<file path="src/rtl/swk_pkg.sv">
// Shared types, widths and helpers for the sliding-window kurtosis block.
// Used by swk_ctrl, swk_dpath and sliding_window_kurtosis; depends on nothing.
package swk_pkg;

  localparam int SAMPLE_BITS = 14;
  localparam int RING_DEPTH  = 256;
  localparam int PTR_BITS    = 8;
  localparam int WIN_BITS    = 9;
  localparam int MAG_BITS    = 14;
  localparam int SQ_BITS     = 2 * MAG_BITS - 1;
  localparam int P4_BITS     = 2 * SQ_BITS - 1;
  localparam int S2_BITS     = SQ_BITS + PTR_BITS;
  localparam int S4_BITS     = P4_BITS + PTR_BITS;
  localparam int S2_LO_BITS  = 18;
  localparam int S2_HI_BITS  = S2_BITS - S2_LO_BITS;
  localparam int S4_LO_BITS  = 31;
  localparam int S4_HI_BITS  = S4_BITS - S4_LO_BITS;
  localparam int MUL_BITS    = 32;
  localparam int PROD_BITS   = 2 * MUL_BITS;
  localparam int FRAC_BITS   = 8;
  localparam int Q_BITS      = 17;
  localparam int CNT_BITS    = 5;
  localparam int DEN_BITS    = 2 * S2_BITS - 1;
  localparam int NUM_BITS    = S4_BITS + WIN_BITS - 1;
  localparam int REM_BITS    = NUM_BITS + FRAC_BITS;
  localparam int DIV_BITS    = DEN_BITS + Q_BITS - 1;
  localparam int APB_DATA_BITS = 32;
  localparam int APB_ADDR_BITS = 2;

  localparam logic [WIN_BITS-1:0] WIN_MIN   = WIN_BITS'(2);
  localparam logic [WIN_BITS-1:0] WIN_MAX   = WIN_BITS'(RING_DEPTH);
  localparam logic [WIN_BITS-1:0] WIN_RESET = WIN_BITS'(64);
  localparam logic [Q_BITS-1:0]   Q_MAX     = Q_BITS'(65536);

  // Datapath operations, one per controller step.
  typedef enum logic [3:0] {
    OP_NONE,
    OP_ACCEPT,
    OP_SQ_NEW,
    OP_P4_NEW,
    OP_SQ_OLD,
    OP_P4_OLD,
    OP_SUB4,
    OP_D_LL,
    OP_D_LH,
    OP_D_HH,
    OP_N_LO,
    OP_N_HI,
    OP_N_ADD,
    OP_DIV_INIT,
    OP_DIV_STEP,
    OP_FINISH
  } dp_op_t;

  typedef struct packed {
    dp_op_t op;
  } dp_cmd_t;

  typedef struct packed {
    logic full;
    logic s2_zero;
    logic out_free;
  } dp_status_t;

  // Magnitude of a two's complement sample; the most negative code gives 2^13.
  function automatic logic [MAG_BITS-1:0] magnitude(input logic [SAMPLE_BITS-1:0] raw);
    logic [SAMPLE_BITS:0] t;
    if (raw[SAMPLE_BITS-1]) begin
      t = (SAMPLE_BITS + 1)'(1) << SAMPLE_BITS;
      t = t - {1'b0, raw};
    end else begin
      t = {1'b0, raw};
    end
    return t[MAG_BITS-1:0];
  endfunction

endpackage

</file>
<file path="src/rtl/swk_ctrl.sv">
// Sequencer for the kurtosis datapath: one step per state, 17-step divide loop.
// Depends on swk_pkg for the command and status types.
module swk_ctrl (
  input  logic                  clk,
  input  logic                  rst,
  input  logic                  in_valid,
  output logic                  in_ready,
  input  swk_pkg::dp_status_t   status,
  output swk_pkg::dp_cmd_t      cmd
);

  typedef enum logic [3:0] {
    S_IDLE,
    S_SQ_NEW,
    S_P4_NEW,
    S_SQ_OLD,
    S_P4_OLD,
    S_SUB4,
    S_CHECK,
    S_D_LL,
    S_D_LH,
    S_D_HH,
    S_N_LO,
    S_N_HI,
    S_N_ADD,
    S_DIV_INIT,
    S_DIV,
    S_DONE
  } state_t;

  state_t state, state_next;
  logic [swk_pkg::CNT_BITS-1:0] step_cnt;

  assign in_ready = (state == S_IDLE);

  always_comb begin
    state_next = state;
    cmd.op     = swk_pkg::OP_NONE;
    case (state)
      S_IDLE: begin
        if (in_valid) begin
          cmd.op     = swk_pkg::OP_ACCEPT;
          state_next = S_SQ_NEW;
        end
      end
      S_SQ_NEW: begin
        cmd.op     = swk_pkg::OP_SQ_NEW;
        state_next = S_P4_NEW;
      end
      S_P4_NEW: begin
        cmd.op     = swk_pkg::OP_P4_NEW;
        state_next = S_SQ_OLD;
      end
      S_SQ_OLD: begin
        cmd.op     = swk_pkg::OP_SQ_OLD;
        state_next = S_P4_OLD;
      end
      S_P4_OLD: begin
        cmd.op     = swk_pkg::OP_P4_OLD;
        state_next = S_SUB4;
      end
      S_SUB4: begin
        cmd.op     = swk_pkg::OP_SUB4;
        state_next = S_CHECK;
      end
      S_CHECK: begin
        // Only a full window with energy needs the quotient.
        if (status.full && !status.s2_zero) begin
          state_next = S_D_LL;
        end else begin
          state_next = S_DONE;
        end
      end
      S_D_LL: begin
        cmd.op     = swk_pkg::OP_D_LL;
        state_next = S_D_LH;
      end
      S_D_LH: begin
        cmd.op     = swk_pkg::OP_D_LH;
        state_next = S_D_HH;
      end
      S_D_HH: begin
        cmd.op     = swk_pkg::OP_D_HH;
        state_next = S_N_LO;
      end
      S_N_LO: begin
        cmd.op     = swk_pkg::OP_N_LO;
        state_next = S_N_HI;
      end
      S_N_HI: begin
        cmd.op     = swk_pkg::OP_N_HI;
        state_next = S_N_ADD;
      end
      S_N_ADD: begin
        cmd.op     = swk_pkg::OP_N_ADD;
        state_next = S_DIV_INIT;
      end
      S_DIV_INIT: begin
        cmd.op     = swk_pkg::OP_DIV_INIT;
        state_next = S_DIV;
      end
      S_DIV: begin
        cmd.op = swk_pkg::OP_DIV_STEP;
        if (step_cnt == swk_pkg::CNT_BITS'(swk_pkg::Q_BITS - 1)) begin
          state_next = S_DONE;
        end
      end
      S_DONE: begin
        if (status.out_free) begin
          cmd.op     = swk_pkg::OP_FINISH;
          state_next = S_IDLE;
        end
      end
      default: begin
        state_next = S_IDLE;
      end
    endcase
  end

  always_ff @(posedge clk) begin
    if (rst) begin
      state    <= S_IDLE;
      step_cnt <= '0;
    end else begin
      state <= state_next;
      if (state == S_DIV_INIT) begin
        step_cnt <= '0;
      end else if (state == S_DIV) begin
        step_cnt <= step_cnt + 1'b1;
      end
    end
  end

endmodule

</file>
<file path="config.mk">
export PLATFORM = sky130hd
export DESIGN_NAME = swk_ctrl
export DESIGN_NICKNAME = d
export VERILOG_FILES = /design/src/rtl/swk_pkg.sv /design/src/rtl/swk_ctrl.sv
export SDC_FILE = /design/constraint.sdc
export NUM_CORES = 1
export LEC_CHECK = 0
export BUFFER_PORTS_ARGS = -buffer_cell sky130_fd_sc_hd__buf_2
export CAP_MARGIN = 5
export CELL_PAD_IN_SITES_DETAIL_PLACEMENT = 0
export CELL_PAD_IN_SITES_GLOBAL_PLACEMENT = 1
export CORE_ASPECT_RATIO = 1.25
export CORE_UTILIZATION = 35
export CTS_CLUSTER_SIZE = 12
export DETAILED_ROUTE_END_ITERATION = 16
export MAX_ROUTING_LAYER = met4
export PLACE_DENSITY = 0.8
export SLEW_MARGIN = 30
export SYNTH_ARGS = -nofsm -noshare
export SYNTH_HDL_FRONTEND = slang
export SYNTH_SLANG_ARGS = --single-unit
</file>
<file path="constraint.sdc">
create_clock -name clk -period 1.3 [get_ports clk]
set_input_delay 0.26 -clock clk [delete_from_list [all_inputs] [get_ports clk]]
set_output_delay 0.26 -clock clk [all_outputs]
set_load 0.05 [all_outputs]
</file>
==> out/results.ini, run 1 <==
[global_routing]
grt_pass1_wl_um=2918
met2_usage=0.3778
gr-max-usage-layer=met2
use_met1=0.2529
grt_pass1_vias=673
antenna_found_initial=0
grtUsageTotal=0.2208
use_met3=0.02294
grt_start_max_net_pins=14
grt-ovfl-total=0

[critical_path]
path_class=flop to output port
end_kind=output port
critPathMaxFanout=4
r2r_start=state[0]
crit_chain=inv_4, a221o_1, a32oi_4, buf_6
arrival_ns=1.40
r2r_cells=7
crit_start=state[2]
cp.required_ns=1.04
crit_slowest_cell=dfxtp_4
critPathMaxStageDelay_ns=0.38
worstReg2RegEnd=state[3]
r2r_slack_ns=-0.17
critical_path.startpoint_type=flop

[detailed_routing]
dr.pass1.iters=4
routed_wl_um=1750
wl_per_cell_um=13.89
drc=0
drt-initial-drc-count=11
vias_per_cell=5.302
antenna_left=0
routed-via-count=668

[logic_synthesis]
syn_avg_cell_area_um2=8.411
ys_seq_area_frac=0.2975
synthCells=72
ys.flop_type=dfxtp_1
synthArstFlopShare=0
synth_top_area_frac=0.2975
synth_cell_types=35
synthTopCellsByArea=dfxtp_1 30%, a21oi_1 5.0%, inv_1 5.0%, ha_1 4.1%, nand4b_4 3.9%
ys_warn_count=0
netlist_area_um2=605.6
syn-num-nets=80
synth-edff-count=0
ys_ff_latch=9
yosys.area.top_type=dfxtp_1

[pwr]
p_total_uw=863.7
leakagePower_uw=0.0004483
peakVddDrop_mv=0.5997
p_per_area_nw_per_um2=833.7

[clocking]
ctsHoldBuffers=0
clk_pin_slew_ns=0.06
cts_sinks=9
cts_root_buf=clkbuf_4
htreeDepth=1
cts_inserted_buffers=3
cts_tree=yes
clk_path_buf_depth=2
insertion_delay_ns=0.25

[worst_hold_path]
hold_class=input pin to flop
hold_depth=2
hold_start=rst
hold_path_end=state[2]

[timing]
fin_crit_sh=1.279
max_slew.worst_pin.slew_ns=0.3148
relSlewSlack=0.7871
min_period_ns=1.663
finalSetupViolCount=9
fin_ws_ns=-0.3627
fmax_ghz=0.6014
rsz0062_at_grt=true
skew_ns=0.0004801
hold_viol=0
final_max_slew_viol_count=0

[placed_design]
gp_congestion=0.7995
hpwlAfterDp_um=1311
io_buffers=10
post-place-ws_ns=-0.2406

[final_layout]
final_nets=117
final_layout_size_suffix_gt1_frac=0.6111
area_delta_synth_final_pct=71.07
mostFrequentLayoutCells=22 x buf_4, 8 x buf_6, 5 x inv_1, 5 x buf_2
nFillCells=144
final_common_cell=buf_4
multiInputGateArea_um2=462.9
diodes=0
regArea_um2=191.4

[floorplan]
die_area_um2=1902
coreArea_um2=1602
io_pins=11
dieWidth_um=39.21
placementRows=16
start_util=0.3781
fp.dieH_um=48.51

[outcome]
status=finished, violations left
violations=negative setup slack

[job]
drv_cap=0

-- layout make-up --
type / instances / share of cell area
repair buffers: 36 / 0.2899
well taps: 18 / 0.02174
flip-flops and latches: 9 / 0.1848
multi-input cells: 51 / 0.4469
clock buffers: 4 / 0.02536
inverters: 8 / 0.03140
-- sequential cells by signal, indices dropped and copies added, names as in the netlist --
signal and count:
state 4, step_cnt 5
-- critical path: cells and delay by family, from the launching register on --
family | cells | cell delay (ns)
flip-flops | 1 | 0.38
buffers and inverters | 2 | 0.23
AO/OA/AOI/OAI | 2 | 0.54
-- cell usage after synthesis (2+ instances only) --
cell type / instances
inv_1: 8
nand2_1: 3
xnor2_1: 2
nand2b_1: 2
mux2i_1: 2
or3_2: 2
buf_6: 2
ha_1: 2
nor2_1: 6
o32ai_1: 2
nand3_1: 2
o21ai_0: 3
dfxtp_1: 9
a21oi_1: 6
-- worst max-delay path by stage --
| stage | endpoint | slack (ns) |
|---|---|---|
| finish | cmd[0] | -0.36 |
| CTS | cmd[0] | -0.39 |
| global placement | cmd[0] | -0.22 |
| detailed placement | cmd[0] | -0.24 |
| global route | cmd[1] | -0.41 |
| floorplan | cmd[0] | -0.24 |
-- metrics by stage --
stage,hold slack [ns],std cells,setup TNS (ns),cell area [µm²],util
finish,0.2440,126,-1.926,1036,0.6469
global route,0.2504,126,-2.603,1036,0.6469
floorplan,0.3253,72,-1.271,684.4,-
detailed placement,0.4766,118,-1.383,887.1,0.5539
CTS,0.2318,125,-1.803,1013,0.6328
global placement,0.4675,118,-1.116,887.1,0.5539
-- timing repair --
item,in CTS,in global routing
setup buffers,3,1
endpoints found under the setup margin,12,13
gates resized for setup,26,5
cloned,0,0
pin swaps,9,3
-- power breakdown --
part | switching (µW) | total [µW] | internal (µW)
registers | 8.72 | 292 | 283
logic | 193 | 366 | 174
clock network | 87.7 | 205 | 118
-- cell families after synthesis --
family / count (synthesis) / share of synthesized area
AOI/OAI and AO/OA: 22 / 0.2542
xor gates and xnor gates: 2 / 0.02893
adders and majority gates: 2 / 0.04132
buffers and inverters: 12 / 0.1054
DFF: 9 / 0.2975
muxes: 2 / 0.03306
and+or+nand+nor: 23 / 0.2397
-- routing by layer --
metal	vias up	part of all wire
met3	4	0.021
met5	-	0
met2	14	0.58
met4	0	0.017
met1	312	0.39
li1	338	-
Note: power is estimated with default switching activity, not from simulation.
==> run 2, diff against run 1 <==
CORE_UTILIZATION = 31   (was 35)
PLACE_DENSITY = 0.73   (was 0.8)
==> out/results.ini, run 2 (synthesized netlist as in run 1, its figures left out) <==
[pwr]
peakVddDrop_mv=0.4794
leakagePower_uw=0.0004796
p_total_uw=885.2
p_per_area_nw_per_um2=803.1

[final_layout]
area_delta_synth_final_pct=82.03
final_nets=121
regMostFlops=step_cnt
largest_register_ffs=5
diodes=0
top_regs=step_cnt x5, state x4
final_common_cell=buf_4
final_layout_size_suffix_gt1_frac=0.6429
mostFrequentLayoutCells=23 x buf_4, 11 x buf_6, 6 x inv_1, 5 x buf_2, 5 x dfxtp_1

[placed_design]
io_buffers=10
hpwlAfterDp_um=1248
gp_congestion=0.7834
post-place-ws_ns=-0.2098

[detailed_routing]
routed_wl_um=1786
drt-initial-drc-count=8
wl_per_cell_um=13.63
antenna_left=0
vias_per_cell=5.160
routed-via-count=676
drc=0
dr.pass1.iters=4

[clocking]
cts_root_buf=clkbuf_4
clk_path_buf_depth=2
cts_inserted_buffers=3
htreeDepth=1
cts_sinks=9
insertion_delay_ns=0.26
clk_pin_slew_ns=0.07
cts_tree=yes
ctsHoldBuffers=0

[global_routing]
grt_pass1_wl_um=2904
grtUsageTotal=0.1803
grt_start_max_net_pins=13
grt_pass1_vias=695
antenna_found_initial=0
grt-ovfl-total=0

[critical_path]
path_class=flop to output port
critPathMaxStageDelay_ns=0.33
critPathMaxFanout=3
critPathBufInv=1
crit_slowest_cell=dfxtp_2
arrival_ns=1.42
critical_path.startpoint_type=flop
end_kind=output port
worst_path_dominant_cell_family=compound AO/OA/AOI/OAI gates
crit_chain=o21bai_1, a221o_1, a32oi_4, buf_6
cp.required_ns=1.04

[outcome]
status=finished, violations left
violations=negative setup slack

[floorplan]
io_pins=11
placementRows=17
fp.dieH_um=51.42
die_area_um2=2135
dieWidth_um=41.53
start_util=0.3349
coreArea_um2=1808

[timing]
fmax_ghz=0.5959
relSlewSlack=0.8032
fin_crit_sh=1.291
max_slew.worst_pin.slew_ns=0.2927
skew_ns=0.007678
rsz0062_at_grt=true
fin_ws_ns=-0.3782
final_max_slew_viol_count=0
hold_viol=0
finalSetupViolCount=8
min_period_ns=1.678
hold_ws_ns=0.2151
tns_ns=-1.642

[job]
drv_cap=0

[worst_hold_path]
hold_class=input pin to flop

==> run 2: report_power, final <==
group,leakage [µW],internal (µW),switching (µW)
clock,0.0000150,118,105
sequential,0.0000752,283,9.08
combinational,0.000389,178,192
total,0.000480,579,306
==> run 2: what timing repair did <==
item | in CTS | in global routing
hold endpoints to repair | 0 | 0
resized for setup | 15 | 24
pin swaps | 5 | 9
endpoints found under the setup margin | 10 | 11
buffers inserted | 2 | 2
==> run 2: area by class of cell <==
cell class | instances | area, µm²
Tap cell | 19 | 23.77
Multi-Input combinational cell | 51 | 488.0
Clock buffer | 4 | 26.28
Inverter | 8 | 32.53
Timing Repair Buffer | 40 | 341.6
Fill cell | 154 | 705.7
Sequential cell | 9 | 190.2
==> run 2: path summary, 6_finish.rpt <==
path               start     endpoint  slack [ns]  cells past startpoint
max             state[0]       cmd[0]       -0.38                      4
min                  rst     state[2]        0.22                      2
min reg2reg  step_cnt[3]  step_cnt[3]        0.52                      2
max reg2reg     state[1]  step_cnt[4]       -0.08                      5
==> run 2: per-layer routing <==
layer	track usage	wire (µm)
met2	0.3203	957
met5	-	0
met1	0.2013	783
met3	0.02120	29
met4	0.08065	14
==> run 2: through the flow <==
step | util | std cells | area (µm²)
floorplan | - | 72 | 684.4
global placement | 0.5121 | 124 | 925.9
detailed placement | 0.5121 | 124 | 925.9
CTS | 0.5578 | 130 | 1008
global route | 0.6097 | 131 | 1102
finish | 0.6097 | 131 | 1102
==> run 3, diff against run 2 <==
GPL_TIMING_DRIVEN = 0   (was unset)
==> out/results.ini, run 3 (synthesized netlist as in run 1, its figures left out) <==
[timing]
hold_viol=0
fmax_ghz=0.5749
final_max_slew_viol_count=0
skew_ns=0.003219
rsz0062_at_grt=true
finalSetupViolCount=13
relSlewSlack=0.7537
fin_ws_ns=-0.4394
fin_crit_sh=1.338
min_period_ns=1.739
max_slew.worst_pin.slew_ns=0.3687
hold_ws_ns=0.2544

[clocking]
cts_root_buf=clkbuf_4
clk_pin_slew_ns=0.06
clk_path_buf_depth=2
htreeDepth=1
cts_sinks=9
insertion_delay_ns=0.26
cts_inserted_buffers=3
cts_tree=yes

[final_layout]
top_regs=step_cnt x5, state x4
largest_register_ffs=5
final_layout_size_suffix_gt1_frac=0.5657
area_delta_synth_final_pct=73.55
final_common_cell=buf_6
final_nets=108
instances_no_fill=118
nFillCells=164
diodes=0
mostFrequentLayoutCells=10 x buf_6, 8 x buf_4, 6 x dfxtp_1
regMostFlops=step_cnt
final_core_util=0.5813

[outcome]
status=finished, violations left
violations=negative setup slack

[global_routing]
grt_start_max_net_pins=11
grt_pass1_vias=616
grt_pass1_wl_um=2704
grtUsageTotal=0.1703
grt-ovfl-total=0
antenna_found_initial=0

[pwr]
p_total_uw=891.8
p_per_area_nw_per_um2=848.5
p_comb_frac=0.428
intPower_uw=590.0
clock_power_share=0.238
leakagePower_uw=0.0004370
peakVddDrop_mv=0.6874
netSwitchingPower_uw=301.8
netSwitchingFraction=0.3384
p_seq_frac=0.334

[detailed_routing]
routed-via-count=650
wl_per_cell_um=15.34
dr.pass1.iters=4
drc=0
antenna_left=0
routed_wl_um=1810
vias_per_cell=5.508
drt-initial-drc-count=8

[floorplan]
coreArea_um2=1808
fp.dieH_um=51.42
die_area_um2=2135
start_util=0.3349
dieWidth_um=41.53
io_pins=11
placementRows=17

[critical_path]
end_kind=output port
path_class=flop to output port
critPathMaxFanout=4
worst_path_dominant_cell_family=compound AO/OA/AOI/OAI gates
arrival_ns=1.48
cp.required_ns=1.04
r2r_slack_ns=-0.19
critPathMaxStageDelay_ns=0.36
crit_slowest_cell=dfxtp_4
crit_chain=o21bai_1, a221o_1, a32oi_4, buf_6
critPathBufInv=1
critical_path.startpoint_type=flop

[placed_design]
io_buffers=10
place_inst=101
gp_congestion=0.6861
hpwlAfterDp_um=994.8

[job]
drv_cap=0

[worst_hold_path]
hold_class=input pin to flop

run 3: cell types whose count changed in the layout (fill, tap and decap cells not counted), moves of 2 or more:
| cell | delta |
|---|---|
| buf_4 | -15 |
| o32ai_2 | +2 |
| a21oi_1 | +2 |
| a21oi_2 | -2 |
| dfxtp_2 | -2 |
| buf_8 | +2 |
| o32ai_1 | -2 |
| nor2_4 | +2 |
run 3: path summary, 6_finish.rpt:
check	from	end	cells past startpoint
setup / recovery	state[0]	cmd[0]	4
hold / removal	rst	state[2]	2
setup reg to reg	state[1]	step_cnt[4]	7
hold reg to reg	step_cnt[4]	step_cnt[4]	2
run 3: power groups by stage:
stage          combinational, µW  sequential, µW  clock [µW]
6_report                     381             298         213
5_1_grt                      399             298         242
4_1_cts                      343             293         227
3_5_place_dp                 256             304           0
3_3_place_gp                 254             304           0
2_1_floorplan                211             301           0
run 3: repair_timing:
action / CTS / global route
hold buffers: 0 / 0
endpoints found under the setup margin: 10 / 10
hold endpoints to repair: 0 / 0
setup buffers: 9 / 6
pin swaps: 9 / 10
resized for setup: 23 / 21
run 3: worst reg2reg max path, stage by stage (launching register included):
cell and delay (ns):
dfxtp_4 0.36, buf_6 0.10, buf_12 0.12, buf_6 0.09, buf_6 0.09, nand4b_4 0.13
or4_1 0.41, a21oi_1 0.13
run 3: layer usage:
layer	routed length, µm	track usage	part of all wire
met5	0	-	0
met4	25	0.04301	0.014
met3	67	0.06360	0.037
met2	1022	0.2969	0.56
met1	694	0.1818	0.38
run 3: area by class of cell:
class | instances | area, µm² | share of cell area
Clock buffer | 4 | 26.28 | 0.02500
Sequential cell | 9 | 191.4 | 0.1821
Tap cell | 19 | 23.77 | 0.02262
Timing Repair Buffer | 25 | 241.5 | 0.2298
Buffer | 2 | 26.28 | 0.02500
Multi-Input combinational cell | 51 | 505.5 | 0.4810
Inverter | 8 | 36.28 | 0.03452
run 3: stage by stage:
stage	worst slack, ns	instance area (µm²)	TNS [ns]
2_1_floorplan	-0.2402	684.4	-1.271
3_3_place_gp	-0.3176	758.2	-0.8425
3_5_place_dp	-0.3250	758.2	-0.8608
4_1_cts	-0.4589	943.4	-1.502
5_1_grt	-0.4886	1051	-3.133
6_report	-0.4394	1051	-2.308
